[src/hdl/rgbkc_merge.sv]
`timescale 1ns / 1ps
`default_nettype none
// ----------------------------------------------------------------------------
// rgbkc_merge
// Combines the three lane quotients: bias add, clamp to 0..255, pack with
// alpha into the output register.
// ----------------------------------------------------------------------------
module rgbkc_merge #(
  parameter int SUM_W = 20
) (
  input  wire logic                    clk,
  input  wire logic                    rst_n,
  input  wire logic                    ld,
  input  wire logic signed [SUM_W-1:0] q_red,
  input  wire logic signed [SUM_W-1:0] q_green,
  input  wire logic signed [SUM_W-1:0] q_blue,
  input  wire logic [8:0]              bias,
  input  wire logic [7:0]              alpha,
  input  wire logic                    out_tready,
  output logic                         out_tvalid,
  output logic [31:0]                  out_tdata
);

  localparam int VW = SUM_W + 1;

  logic        vld_r;
  logic [31:0] dat_r;

  function automatic logic [7:0] clamp(input logic signed [SUM_W-1:0] q,
                                       input logic [8:0] b);
    logic signed [VW-1:0] v;
    v = VW'(q) + VW'($signed(b));
    if (v < 0) begin
      return 8'd0;
    end else if (v > VW'(255)) begin
      return 8'd255;
    end
    return v[7:0];
  endfunction

  always_ff @(posedge clk) begin
    if (!rst_n) begin
      vld_r <= 1'b0;
    end else if (ld) begin
      vld_r <= 1'b1;
    end else if (out_tready) begin
      vld_r <= 1'b0;
    end
    if (ld) begin
      dat_r <= {alpha, clamp(q_blue, bias), clamp(q_green, bias), clamp(q_red, bias)};
    end
  end

  assign out_tvalid = vld_r;
  assign out_tdata  = dat_r;

endmodule
`default_nettype wire

[config.mk]
export PLATFORM = sky130hd
export DESIGN_NAME = rgbkc_merge
export DESIGN_NICKNAME = d
export VERILOG_FILES = /design/src/hdl/rgbkc_merge.sv
export SDC_FILE = /design/constraint.sdc
export NUM_CORES = 1
export LEC_CHECK = 0
export BUFFER_PORTS_ARGS = -buffer_cell sky130_fd_sc_hd__buf_2
export CAP_MARGIN = 20
export CORE_MARGIN = 2
export CORE_UTILIZATION = 59
export DETAILED_ROUTE_END_ITERATION = 6
export PLACE_DENSITY_LB_ADDON = 0.25
export SYNTH_ARGS = -nofsm -noshare
export SYNTH_HDL_FRONTEND = slang
export SYNTH_SLANG_ARGS = --single-unit
[constraint.sdc]
create_clock -name clk -period 5.1 [get_ports clk]
set_input_delay 1.02 -clock clk [delete_from_list [all_inputs] [get_ports clk]]
set_output_delay 1.02 -clock clk [all_outputs]
set_load 0.02 [all_outputs]
==> flow_summary.yaml <==
pwr:
  sw_frac_of_total: 0.381
  p_clk_frac: 0.217
  p_int_mw: 0.726
  peakVddDrop_mv: 0.108
  comb_power_share: 0.491
  power_frac_seq: 0.292
  power_density_nw_per_um2: 223
  p_total_mw: 1.17
  netSwitchingPower_mw: 0.447
  p_leak_nw: 2.37
grt:
  grt_overflow_total: 0
  grt_usage: 0.278
  grt_pass1_wl_um: 19400
  grt_pass1_vias: 4311
  antenna_found_initial: 0
  grt_max_degree: 37
clock_network:
  htree_levels: 2
  cts_resized: 0
  ctsRootBufferMaster: "clkbuf_8"
  cts_tree: "built"
  cts.sinks: 33
  numCtsBuffers: 5
  cts_setup_buffers: 0
  clockBufferDepth: 2
  insertion_delay_ns: 0.28
  clk_pin_slew_ns: 0.07
  ctsHoldBuffers: 0
placement:
  post-dp-hpwl_um: 9260
  portBuffers: 113
  pre_cts_ws_ns: 0.887
  routabilityCongestion: 0.893
route:
  via_per_inst: 6.34
  ant_nets: 0
  wl_per_cell_um: 16.0
  drtPass1Iterations: 6
  via_count: 4663
  drc: 0
  drt_wl_total_um: 11800
  drt_iter0_markers: 210
finish:
  fin_util: 0.716
  nNetsFinal: 780
  multi_input_area_sq_um: 3380
  area_growth_pct: 16.4
  fillers: 617
  antennaDiodeCount: 0
  drive_gt1_frac: 0.228
  ff_latch_area_sq_um: 981
sta:
  maxSlewHeadroom: 0.489
  worst_pin_slew_ns: 0.765
  skew_ns: 0
  fin_tns_setup_ns: 0
  worst_slack_ns: 1.11
  slew_viol_final: 0
  rsz0062_at_grt: "false"
  fmaxAchievable_ghz: 0.250
  fin_crit_ns: 3.99
  finalCritPeriodShare: 0.783
  holdWs_ns: 0.623
  final_hold_viol_count: 0
  setup_viol: 0
worst_setup_path:
  crit_type: "input pin to flop"
  slowest_delay_ns: 0.55
  critPathLaunchType: "input pin"
  crit_chain: "buf_2, ha_1, a21o_1, a21oi_1, a21boi_0, a211oi_1, a21oi_1, xor2_1, a31oi_1, a41oi_1"
  crit_path_end_kind: "flop"
  r2r_slack_ns: 4.39
  worstPathRequired_ns: 5.10
  crit_path_frequent_cell: "a21oi_1"
  arrival_ns: 3.99
  cp_max_fo: 36
  slowest_stage: "a31oi_1"
die:
  die_h_um: 91.4
  die_w_um: 91.4
  io_pins: 114
  rows: 31
  die_area_sq_um: 8350
  initial_core_util: 0.615
  core-area_sq_um: 7330
synthesis:
  syn_nets: 672
  ys_warn_count: 0
  ys_types: 74
  synth_edf_count: 32
  synth_flop_cell: "edfxtp_1"
  synth.area.top_cells: "edfxtp_1 21%, ha_1 17%, a21oi_1 5.7%"
  synth_cells: 528
  netlist_area_sq_um: 4510
  synth_top_area_cell: "edfxtp_1"
  synth_seq_cells: 33
  synth.top_cell.area_share: 0.213
  yosysSeqAreaShare: 0.218
  postSynth.asyncResetShare: 0
  avgSynthCellArea_sq_um: 8.54
min_path:
  hold_path.class: "flop to flop"
status:
  status: "completed"
job:
  cap_violations: 0
==> Yosys cell counts (all sizes together), types with 3 or more instances <==
master,n
nand2b,5
nor3,13
nand4,10
o21a,16
a21boi,4
buf,6
a31o,3
xor2,11
a211o,3
a21oi,54
o211ai,5
a211oi,10
inv,20
nor4,4
o22ai,6
and3,8
nand4b,3
a41oi,10
a31oi,13
o2111ai,4
nor2b,7
a21o,30
or2,3
fa,3
nand3b,3
o21bai,5
nand3,13
clkbuf,6
nor2,41
o21ai,33
mux2i,8
nand2,35
ha,60
edfxtp,32
xnor2,16
==> critical path: cells and delay by family <==
kind / cells / cell delay [ns]
AO/OA/AOI/OAI: 7 / 1.82
buffers and inverters: 1 / 0.54
adder cells (fa/ha/maj): 1 / 0.42
XOR/XNOR: 1 / 0.17
==> path summary, 6_finish.rpt <==
kind,start,end,depth (start not counted)
setup / recovery,bias[8],out_tdata[23],10
hold / removal,out_tvalid,out_tvalid,2
setup reg to reg,out_tvalid,out_tvalid,2
hold reg to reg,out_tvalid,out_tvalid,2
==> cells by family after synthesis <==
| kind of cell | share of synthesized area |
|---|---|
| AND/OR/NAND/NOR | 0.174 |
| AO/OA/AOI/OAI | 0.322 |
| adder cells (fa/ha/maj) | 0.180 |
| multiplexers | 0.0228 |
| flip-flops | 0.218 |
| buffers and inverters | 0.0314 |
| XOR/XNOR | 0.0525 |
==> cells in the final DEF, fill, tap and decap left out, types with 4 or more instances in the layout <==
cell | synthesis | routed
xnor2_1 | 16 | 16
nand2_1 | 35 | 35
and3_1 | 7 | 7
o211ai_1 | 4 | 4
a21oi_1 | 51 | 51
xor2_1 | 11 | 11
nand4_1 | 9 | 9
o22ai_1 | 6 | 6
nor2_1 | 40 | 40
mux2i_1 | 8 | 8
edfxtp_1 | 32 | 32
nand3_1 | 12 | 12
a211oi_1 | 9 | 9
nor3_1 | 13 | 13
a21o_1 | 29 | 29
o21ai_0 | 31 | 31
a41oi_1 | 10 | 10
nand2b_1 | 5 | 5
nor2b_1 | 7 | 7
inv_1 | 20 | 20
a31oi_1 | 12 | 12
buf_2 | 4 | 113
ha_1 | 60 | 60
o21a_1 | 16 | 16
o21bai_1 | 5 | 5
clkbuf_8 | 0 | 6
==> power groups by stage <==
stage	registers, mW	clock network, mW	logic (mW)
after floorplan	0.386	0	0.376
after global placement	0.347	0	0.549
after detailed placement	0.347	0	0.563
after CTS	0.342	0.254	0.569
after global routing	0.345	0.265	0.634
final	0.342	0.255	0.575
==> sequential cells by signal, summed over array words and instances, names as in the netlist <==
name        cells
out_tdata      32
out_tvalid      1
==> layout make-up <==
| cell class | count | area share |
|---|---|---|
| clock buffers | 7 | 0.0165 |
| multi-input cells | 463 | 0.645 |
| well taps | 99 | 0.0236 |
| flip-flops and latches | 33 | 0.187 |
| inverters | 20 | 0.0143 |
| clock inverters | 1 | 0.00572 |
| repair buffers | 113 | 0.108 |
==> layer usage <==
| metal | part of all wire | vias to the layer above | GRT usage |
|---|---|---|---|
| met5 | 0 | - | 0 |
| li1 | - | 2287 | - |
| met4 | 0.019 | 0 | 0.0972 |
| met3 | 0.054 | 19 | 0.0274 |
| met2 | 0.51 | 181 | 0.502 |
| met1 | 0.42 | 2176 | 0.343 |
==> stage by stage <==
| stage | cell area, sq um | cells |
|---|---|---|
| after floorplan | 4510 | 528 |
| after global routing | 5250 | 736 |
| after CTS | 5250 | 736 |
| after detailed placement | 5130 | 728 |
| after global placement | 5130 | 728 |
| final | 5250 | 736 |
Note: power is estimated with default switching activity, not from simulation.
