[config.mk]
export PLATFORM = sky130hd
export DESIGN_NAME = rgbkc_lane
export DESIGN_NICKNAME = d
export VERILOG_FILES = /design/src/hdl/rgbkc_pkg.sv /design/src/hdl/rgbkc_lane.sv
export SDC_FILE = /design/constraint.sdc
export NUM_CORES = 1
export LEC_CHECK = 0
export BUFFER_PORTS_ARGS = -buffer_cell sky130_fd_sc_hd__buf_2
export CELL_PAD_IN_SITES_DETAIL_PLACEMENT = 1
export CELL_PAD_IN_SITES_GLOBAL_PLACEMENT = 1
export CORE_MARGIN = 2
export CORE_UTILIZATION = 48
export DETAILED_ROUTE_END_ITERATION = 10
export PLACE_DENSITY = 0.87
export SYNTH_ARGS = -nofsm -noshare
export SYNTH_HDL_FRONTEND = slang
export SYNTH_SLANG_ARGS = --single-unit
[constraint.sdc]
create_clock -name clk -period 7 [get_ports clk]
set_input_delay 0.35 -clock clk [delete_from_list [all_inputs] [get_ports clk]]
set_output_delay 0.35 -clock clk [all_outputs]
set_load 0.01 [all_outputs]
[src/hdl/rgbkc_pkg.sv]
`timescale 1ns / 1ps
`default_nettype none
// ----------------------------------------------------------------------------
// rgbkc_pkg
// Shared types, register indexes and coefficient lookup for the RGB kernel
// convolution block.
// ----------------------------------------------------------------------------
package rgbkc_pkg;

  localparam int NUM_CHANNELS = 3;

  localparam logic [2:0] REG_KROW0   = 3'd0;
  localparam logic [2:0] REG_KROW1   = 3'd1;
  localparam logic [2:0] REG_KROW2   = 3'd2;
  localparam logic [2:0] REG_ANC_COL = 3'd3;
  localparam logic [2:0] REG_ANC_ROW = 3'd4;
  localparam logic [2:0] REG_DIVISOR = 3'd5;
  localparam logic [2:0] REG_BIAS    = 3'd6;
  localparam logic [2:0] REG_WIDTH   = 3'd7;

  // Sequencer to lane controls.
  typedef struct packed {
    logic clr;
    logic cen_ld;
    logic mac_en;
    logic tap_valid;
    logic div_start;
  } lane_ctl_t;

  // Signed coefficient for kernel x index i, y index j; zero past index two.
  function automatic logic signed [7:0] coeff(input logic [23:0] kr0,
                                              input logic [23:0] kr1,
                                              input logic [23:0] kr2,
                                              input logic [2:0]  i,
                                              input logic [2:0]  j);
    logic [23:0] row;
    logic [7:0]  b;
    row = 24'd0;
    b   = 8'd0;
    case (i)
      3'd0:    row = kr0;
      3'd1:    row = kr1;
      3'd2:    row = kr2;
      default: row = 24'd0;
    endcase
    case (j)
      3'd0:    b = row[7:0];
      3'd1:    b = row[15:8];
      3'd2:    b = row[23:16];
      default: b = 8'd0;
    endcase
    return $signed(b);
  endfunction

endpackage
`default_nettype wire

[src/hdl/rgbkc_lane.sv]
`timescale 1ns / 1ps
`default_nettype none
// ----------------------------------------------------------------------------
// rgbkc_lane
// One color channel: multiply-accumulate over the kernel taps, then a
// restoring divider, one quotient bit per cycle, truncating toward zero.
// ----------------------------------------------------------------------------
module rgbkc_lane #(
  parameter int SUM_W = 20
) (
  input  wire logic                    clk,
  input  wire logic                    rst_n,
  input  wire rgbkc_pkg::lane_ctl_t    ctl,
  input  wire logic signed [7:0]       coeff,
  input  wire logic [7:0]              sample,
  input  wire logic [7:0]              divisor,
  output logic                         busy,
  output logic signed [SUM_W-1:0]      quo
);

  localparam int MW = SUM_W - 1;
  localparam int CNW = $clog2(MW + 1);

  logic signed [SUM_W-1:0] acc_r;
  logic [7:0]              cen_r;
  logic [MW-1:0]           dvd_r;
  logic [7:0]              rem_r;
  logic [7:0]              dsr_r;
  logic [CNW-1:0]          cnt_r;
  logic                    busy_r;
  logic                    neg_r;

  logic signed [16:0]      prod;
  logic signed [SUM_W-1:0] term;
  logic signed [SUM_W-1:0] mag_s;
  logic [8:0]              r2;
  logic                    qbit;

  always_comb begin
    prod  = 17'(coeff) * 17'($signed({1'b0, sample}));
    term  = ctl.tap_valid ? SUM_W'(prod) : SUM_W'($signed({1'b0, cen_r}));
    mag_s = acc_r[SUM_W-1] ? -acc_r : acc_r;
    r2    = {rem_r, dvd_r[MW-1]};
    qbit  = (r2 >= {1'b0, dsr_r});
  end

  always_ff @(posedge clk) begin
    if (!rst_n) begin
      busy_r <= 1'b0;
      cnt_r  <= '0;
    end else begin
      if (ctl.div_start) begin
        busy_r <= 1'b1;
        cnt_r  <= CNW'(MW);
      end else if (busy_r) begin
        cnt_r <= cnt_r - 1'b1;
        if (cnt_r == CNW'(1)) begin
          busy_r <= 1'b0;
        end
      end
    end
  end

  always_ff @(posedge clk) begin
    if (ctl.clr) begin
      acc_r <= '0;
    end else if (ctl.mac_en) begin
      acc_r <= acc_r + term;
    end
    if (ctl.cen_ld) begin
      cen_r <= sample;
    end
    if (ctl.div_start) begin
      dvd_r <= MW'(mag_s);
      rem_r <= 8'd0;
      neg_r <= acc_r[SUM_W-1];
      dsr_r <= (divisor == 8'd0) ? 8'd1 : divisor;
    end else if (busy_r) begin
      rem_r <= qbit ? 8'(r2 - {1'b0, dsr_r}) : r2[7:0];
      dvd_r <= {dvd_r[MW-2:0], qbit};
    end
  end

  assign busy = busy_r;
  assign quo  = neg_r ? -$signed({1'b0, dvd_r}) : $signed({1'b0, dvd_r});

endmodule
`default_nettype wire

==> results of run 1 <==
-- cell usage after synthesis, types with 3 or more instances --
cell | n | area share (%)
a21boi_0 | 3 | 0.33
inv_1 | 84 | 4.6
fa_1 | 39 | 11
o21ai_1 | 8 | 0.58
nand3_1 | 4 | 0.29
and2_1 | 47 | 4.3
a21oi_1 | 44 | 3.2
mux2i_1 | 18 | 2.6
o21a_1 | 4 | 0.44
o21ai_0 | 23 | 1.7
o41ai_1 | 5 | 0.64
xor2_1 | 24 | 3.1
nand2_1 | 44 | 2.4
ha_1 | 74 | 13
nand2b_1 | 10 | 0.91
nor2b_1 | 9 | 0.82
or3_1 | 5 | 0.45
clkbuf_1 | 26 | 1.4
o21bai_1 | 5 | 0.55
xnor2_1 | 43 | 5.5
dfxtp_1 | 34 | 9.9
o31ai_1 | 9 | 0.98
a211oi_1 | 10 | 1.1
nor3_1 | 8 | 0.58
edfxtp_1 | 36 | 16
and3_1 | 3 | 0.27
nand4_1 | 5 | 0.45
mux2_2 | 11 | 1.8
nor2_1 | 74 | 4.0
a21o_1 | 16 | 1.7
or4_1 | 4 | 0.44
a31oi_1 | 6 | 0.55
-- critical path: stages --
cell	delay, ps
buf_2	150
nand2b_1	170
fa_1	510
fa_1	570
inv_1	70
fa_1	530
inv_1	50
fa_1	530
inv_1	40
ha_1	340
nor2b_1	150
o21ai_0	240
nor2b_1	200
xnor2_1	70
and2_1	150
ha_1	360
and3_1	240
a22o_1	220
or3_1	310
a31oi_1	230
o21ai_1	160
a31oi_1	290
a21oi_1	130
xnor2_1	130
a211oi_1	220
-- area by class of cell --
type	count	share of cell area (%)
clock buffers	13	3.45
clock inverters	3	0.249
inverters	84	4.18
multi-input cells	583	62.4
flip-flops and latches	70	23.4
well taps	180	2.99
repair buffers	51	3.39
-- power breakdown --
part / leakage [nW] / total [mW] / internal (mW) / switching, mW
Clock: 0.140 / 0.431 / 0.259 / 0.172
Sequential: 0.643 / 0.640 / 0.522 / 0.118
Combinational: 2.73 / 1.31 / 0.580 / 0.735
-- registers in the layout, summed over array words and instances, names as in the netlist --
name and cells:
neg_r 1, cen_r 8, dvd_r 19, cnt_r 5, busy 1, rem_r 8
acc_r 20, dsr_r 8
-- worst paths after layout --
check                                      startpoint                      to  slack [ps]  depth (start not counted)
worst min-delay path                       divisor[7]  dsr_r[7]$_SDFFCE_PN0P_         210                          1
worst min register to register  rem_r[7]$_SDFFE_PP0P_   rem_r[7]$_SDFFE_PP0P_         510                          1
worst max register to register     cen_r[0]$_DFFE_PP_  acc_r[18]$_SDFFE_PP0P_        3680                         13
worst max-delay path                        sample[0]  acc_r[17]$_SDFFE_PP0P_         830                         25
-- metal layers --
layer  global-route usage, %  share of wire (%)  up-vias
li1                        -                  -     2683
met1                    26.7                 41     2751
met2                    44.3                 54       94
met3                    2.52                2.8       29
met4                    7.95                2.5        0
met5                       0                  0        -
-- cells by family (layout without fill, tap and decap cells) --
kind of cell / count (synthesis) / count (layout) / share of synthesized area, %
mux: 29 / 29 / 4.41
xor+xnor: 67 / 67 / 8.52
fa+ha+maj: 113 / 113 / 24.8
compound gates: 153 / 153 / 14.6
flops: 70 / 70 / 25.6
simple gates: 221 / 221 / 15.9
buf+inv: 112 / 151 / 6.16
-- per-stage QoR --
step	total power, mW	utilization, %	cells	setup slack [ps]
global placement	1.88	52.1	968	740
CTS	2.40	54.1	984	832
floorplan	1.61	-	765	1190
global route	2.60	54.1	984	447
detailed placement	1.96	52.1	968	506
finish	2.39	54.1	984	828
==> flow_summary.toml, run 1 <==
[floorplan]
start_util_pct = 49.4
die_x_um = 124
design.core.area_um2 = 13900
die-area_um2 = 15300
rows = 43
die_y_um = 124
io_pins = 52

[status]
status = "finished clean"

[cts]
insertion_delay_ps = 330
htreeDepth = 3
clock_sinks = 70
postCtsHoldBufs = 0
cts_tree = "yes"
cts-root-buf = "clkbuf_16"
cts_buffer_depth = 2
numCtsBuffers = 9
post-cts-setup-buffers = 0
clkTransAtPathRegs_ps = 60
cts_resized = 0

[yosys]
synthCells = 765
syn_avg_cell_area_um2 = 9.00
syn-cell-area_um2 = 6890
synth-main-ff-cell = "edfxtp_1"
yosys_register_bits = 70
synth_edf_count = 36
synth_warnings = 0
yosysSeqAreaShare_pct = 25.6
syn_nets = 909
synth-async-reset-ratio_pct = 0
yosysUniqueCellTypes = 56

[global_routing]
grt_pass1_vias = 5865
grt_pass1_wl_um = 28100
antenna_found_initial = 0
grt_max_degree = 54
globalRouteTotalUtil_pct = 23.2
grt-ovfl-total = 0

[power_and_ir_drop]
peakVddDrop_v = 0.000127
leakage_nw = 3.52
p_per_area_nw_per_um2 = 316

[place]
place_hpwl_um = 13500
dpl-instance-area_um2 = 7260
portBuffers = 51
gp_congestion = 0.899

[detailed_routing]
dr.pass1.iters = 4
drt_wl_total_um = 16900
ant_nets = 0
drc_errors = 0
vias = 5557
via_per_inst = 5.65
post_drt_wl_per_cell_um = 17.1
drt-initial-drc-count = 185

[finish]
num-fill-cells = 1635
finish.instance_area_um2 = 7540
drive_above_1_share_pct = 10.2
mostFrequentLayoutCell = "inv_1"
seq_area_um2 = 1760
multi_input_area_um2 = 4700
diodes = 0
final_cell_mix = "inv_1, nor2_1, ha_1"
syn_to_final_growth_pct = 9.45
nets = 943

[sta]
clock_skew_ps = 11.8
hold_viol = 0
slew_headroom_pct = 28.0
drv_slew = 0
setup_viol = 0
hold_ws_ps = 208
rsz0062_at_grt = "no"
fmax_mhz = 162
setup_tns_ps = 0
period_minus_slack_ps = 6170
min_period_over_period_pct = 88.2
worst_pin_slew_ps = 1070

[setup_path]
crit_path_end_kind = "flip-flop"
start_kind = "input port"
crit_fanout = 9
crit_arrival_ps = 6420
worstPathRequired_ps = 7250
critical_path_class = "input port to flip-flop"

[flow_run]
maxCapViolCount = 0

[hold_path]
hp-class = "input port to flip-flop"
Note: power is estimated with default switching activity, not from simulation.
==> inputs of run 2 (changes only) <==
--- a/config.mk
+++ b/config.mk
@@ -12,6 +12,7 @@
 export CORE_UTILIZATION = 48
 export DETAILED_ROUTE_END_ITERATION = 10
 export PLACE_DENSITY = 0.87
+export REMOVE_ABC_BUFFERS = 1
 export SYNTH_ARGS = -nofsm -noshare
 export SYNTH_HDL_FRONTEND = slang
 export SYNTH_SLANG_ARGS = --single-unit
==> flow_summary.toml, run 2 (same netlist as run 1, synthesis figures left out) <==
[detailed_routing]
post_drt_wl_per_cell_um = 17.2
wl_met2_um = 9020
drc_errors = 0
ant_nets = 0
maxUsedRoutingLayer = "met4"
dr.pass1.iters = 4
vias = 5509
wl_met1_um = 7170
drt_wl_total_um = 17000
drt-initial-drc-count = 255
via_per_inst = 5.59
routed-wl-met3_um = 404

[place]
portBuffers = 51
gp_congestion = 0.894
pre_cts_slack_ps = 487
dp.cells = 969
place_hpwl_um = 13500
dpl-instance-area_um2 = 7270

[power_and_ir_drop]
p_int_mw = 1.42
power_frac_comb_pct = 54.0
p_per_area_nw_per_um2 = 323
power_frac_seq_pct = 26.1
p_switching_mw = 1.03
clkPwrFrac_pct = 19.9
leakage_nw = 3.53
peakVddDrop_v = 0.000165
switching_share_pct = 42.1
power_mw = 2.45

[cts]
cts_buffer_depth = 2
numCtsBuffers = 9
cts-root-buf = "clkbuf_16"
clock_sinks = 70
insertion_delay_ps = 340
postCtsHoldBufs = 0
cts_resized = 0
post-cts-setup-buffers = 0
cts_tree = "yes"
htreeDepth = 3
clkTransAtPathRegs_ps = 60

[floorplan]
rows = 43
io_pins = 52
die_x_um = 124
die_y_um = 124
die-area_um2 = 15300
design.core.area_um2 = 13900
start_util_pct = 49.4

[sta]
hold_viol = 0
clock_skew_ps = 13.4
rsz0062_at_grt = "no"
slew_headroom_pct = 34.6
fmax_mhz = 159
drv_slew = 0
setup_viol = 0
worst_pin_slew_ps = 975
min_period_over_period_pct = 89.6
setup_tns_ps = 0
hold_ws_ps = 198
setup_slack_ps = 730
period_minus_slack_ps = 6270

[global_routing]
grt_pass1_wl_um = 28100
antenna_found_initial = 0
grt-ovfl-total = 0
grt_max_degree = 54
globalRouteTotalUtil_pct = 23.2
grt_pass1_vias = 5851

[finish]
syn_to_final_growth_pct = 10.1
finish.instance_area_um2 = 7580
largest_reg_flops = 20
diodes = 0
mostFrequentLayoutCell = "inv_1"
nets = 944
biggestRegsByFlops = "acc_r: 20 flops, dvd_r: 19 flops"
instances_no_fill = 985
fin_util_pct = 54.4
top_register = "acc_r"
num-fill-cells = 1634
drive_above_1_share_pct = 10.3
final_cell_mix = "inv_1, nor2_1, ha_1"

[hold_path]
hold_depth = 1
hp-class = "input port to flip-flop"

[setup_path]
crit_arrival_ps = 6500
crit_path_end_kind = "flip-flop"
reg2reg_depth = 13
worstPathRequired_ps = 7230
critical_path_class = "input port to flip-flop"
crit_fanout = 9
start_kind = "input port"

[status]
status = "finished clean"

[flow_run]
maxCapViolCount = 0
## run 2: final cells by class
class                           instances  area [µm²]  share of cell area, %
Clock inverter                          6        85.1                   1.12
Inverter                               84         315                   4.16
Tap cell                              180         225                   2.97
Sequential cell                        70        1760                   23.2
Clock buffer                           10         229                   3.02
Timing Repair Buffer                   52         263                   3.47
Multi-Input combinational cell        583        4700                   62.0
## run 2: power groups by stage
| stage | combinational [mW] | clock, mW | sequential (mW) |
|---|---|---|---|
| final | 1.32 | 0.487 | 0.637 |
| after global routing | 1.50 | 0.510 | 0.654 |
| after CTS | 1.33 | 0.493 | 0.638 |
| after detailed placement | 1.31 | 0 | 0.645 |
| after global placement | 1.23 | 0 | 0.635 |
| after floorplan | 0.995 | 0 | 0.607 |
## run 2: worst paths after layout
kind / startpoint / to / slack (ps)
setup / recovery: sample[0] / acc_r[19]$_SDFFE_PP0P_ / 730
setup reg to reg: cen_r[0]$_DFFE_PP_ / acc_r[18]$_SDFFE_PP0P_ / 3620
hold / removal: divisor[3] / dsr_r[3]$_SDFFCE_PN0P_ / 200
hold reg to reg: rem_r[7]$_SDFFE_PP0P_ / rem_r[7]$_SDFFE_PP0P_ / 510
## run 2: critical path, stage by stage
cell and delay [ps]:
buf_2 140, nand2b_1 180, fa_1 520, fa_1 550, inv_1 50, fa_1 520, inv_1 50, fa_1 530
inv_1 40, ha_1 350, nor2b_1 150, o21ai_0 230, nor2b_1 220, xnor2_1 70, and2_1 150, ha_1 360
and3_1 230, a22o_1 220, or3_1 300, a31oi_1 270, o21ai_1 180, a31oi_1 200, xnor2_1 200, a21oi_1 150
a31o_2 250
## run 2: metal layers
metal	GRT usage (%)	vias to the layer above
met5	0	-
met4	7.74	0
met3	2.47	23
met2	43.3	88
met1	27.7	2714
li1	-	2684
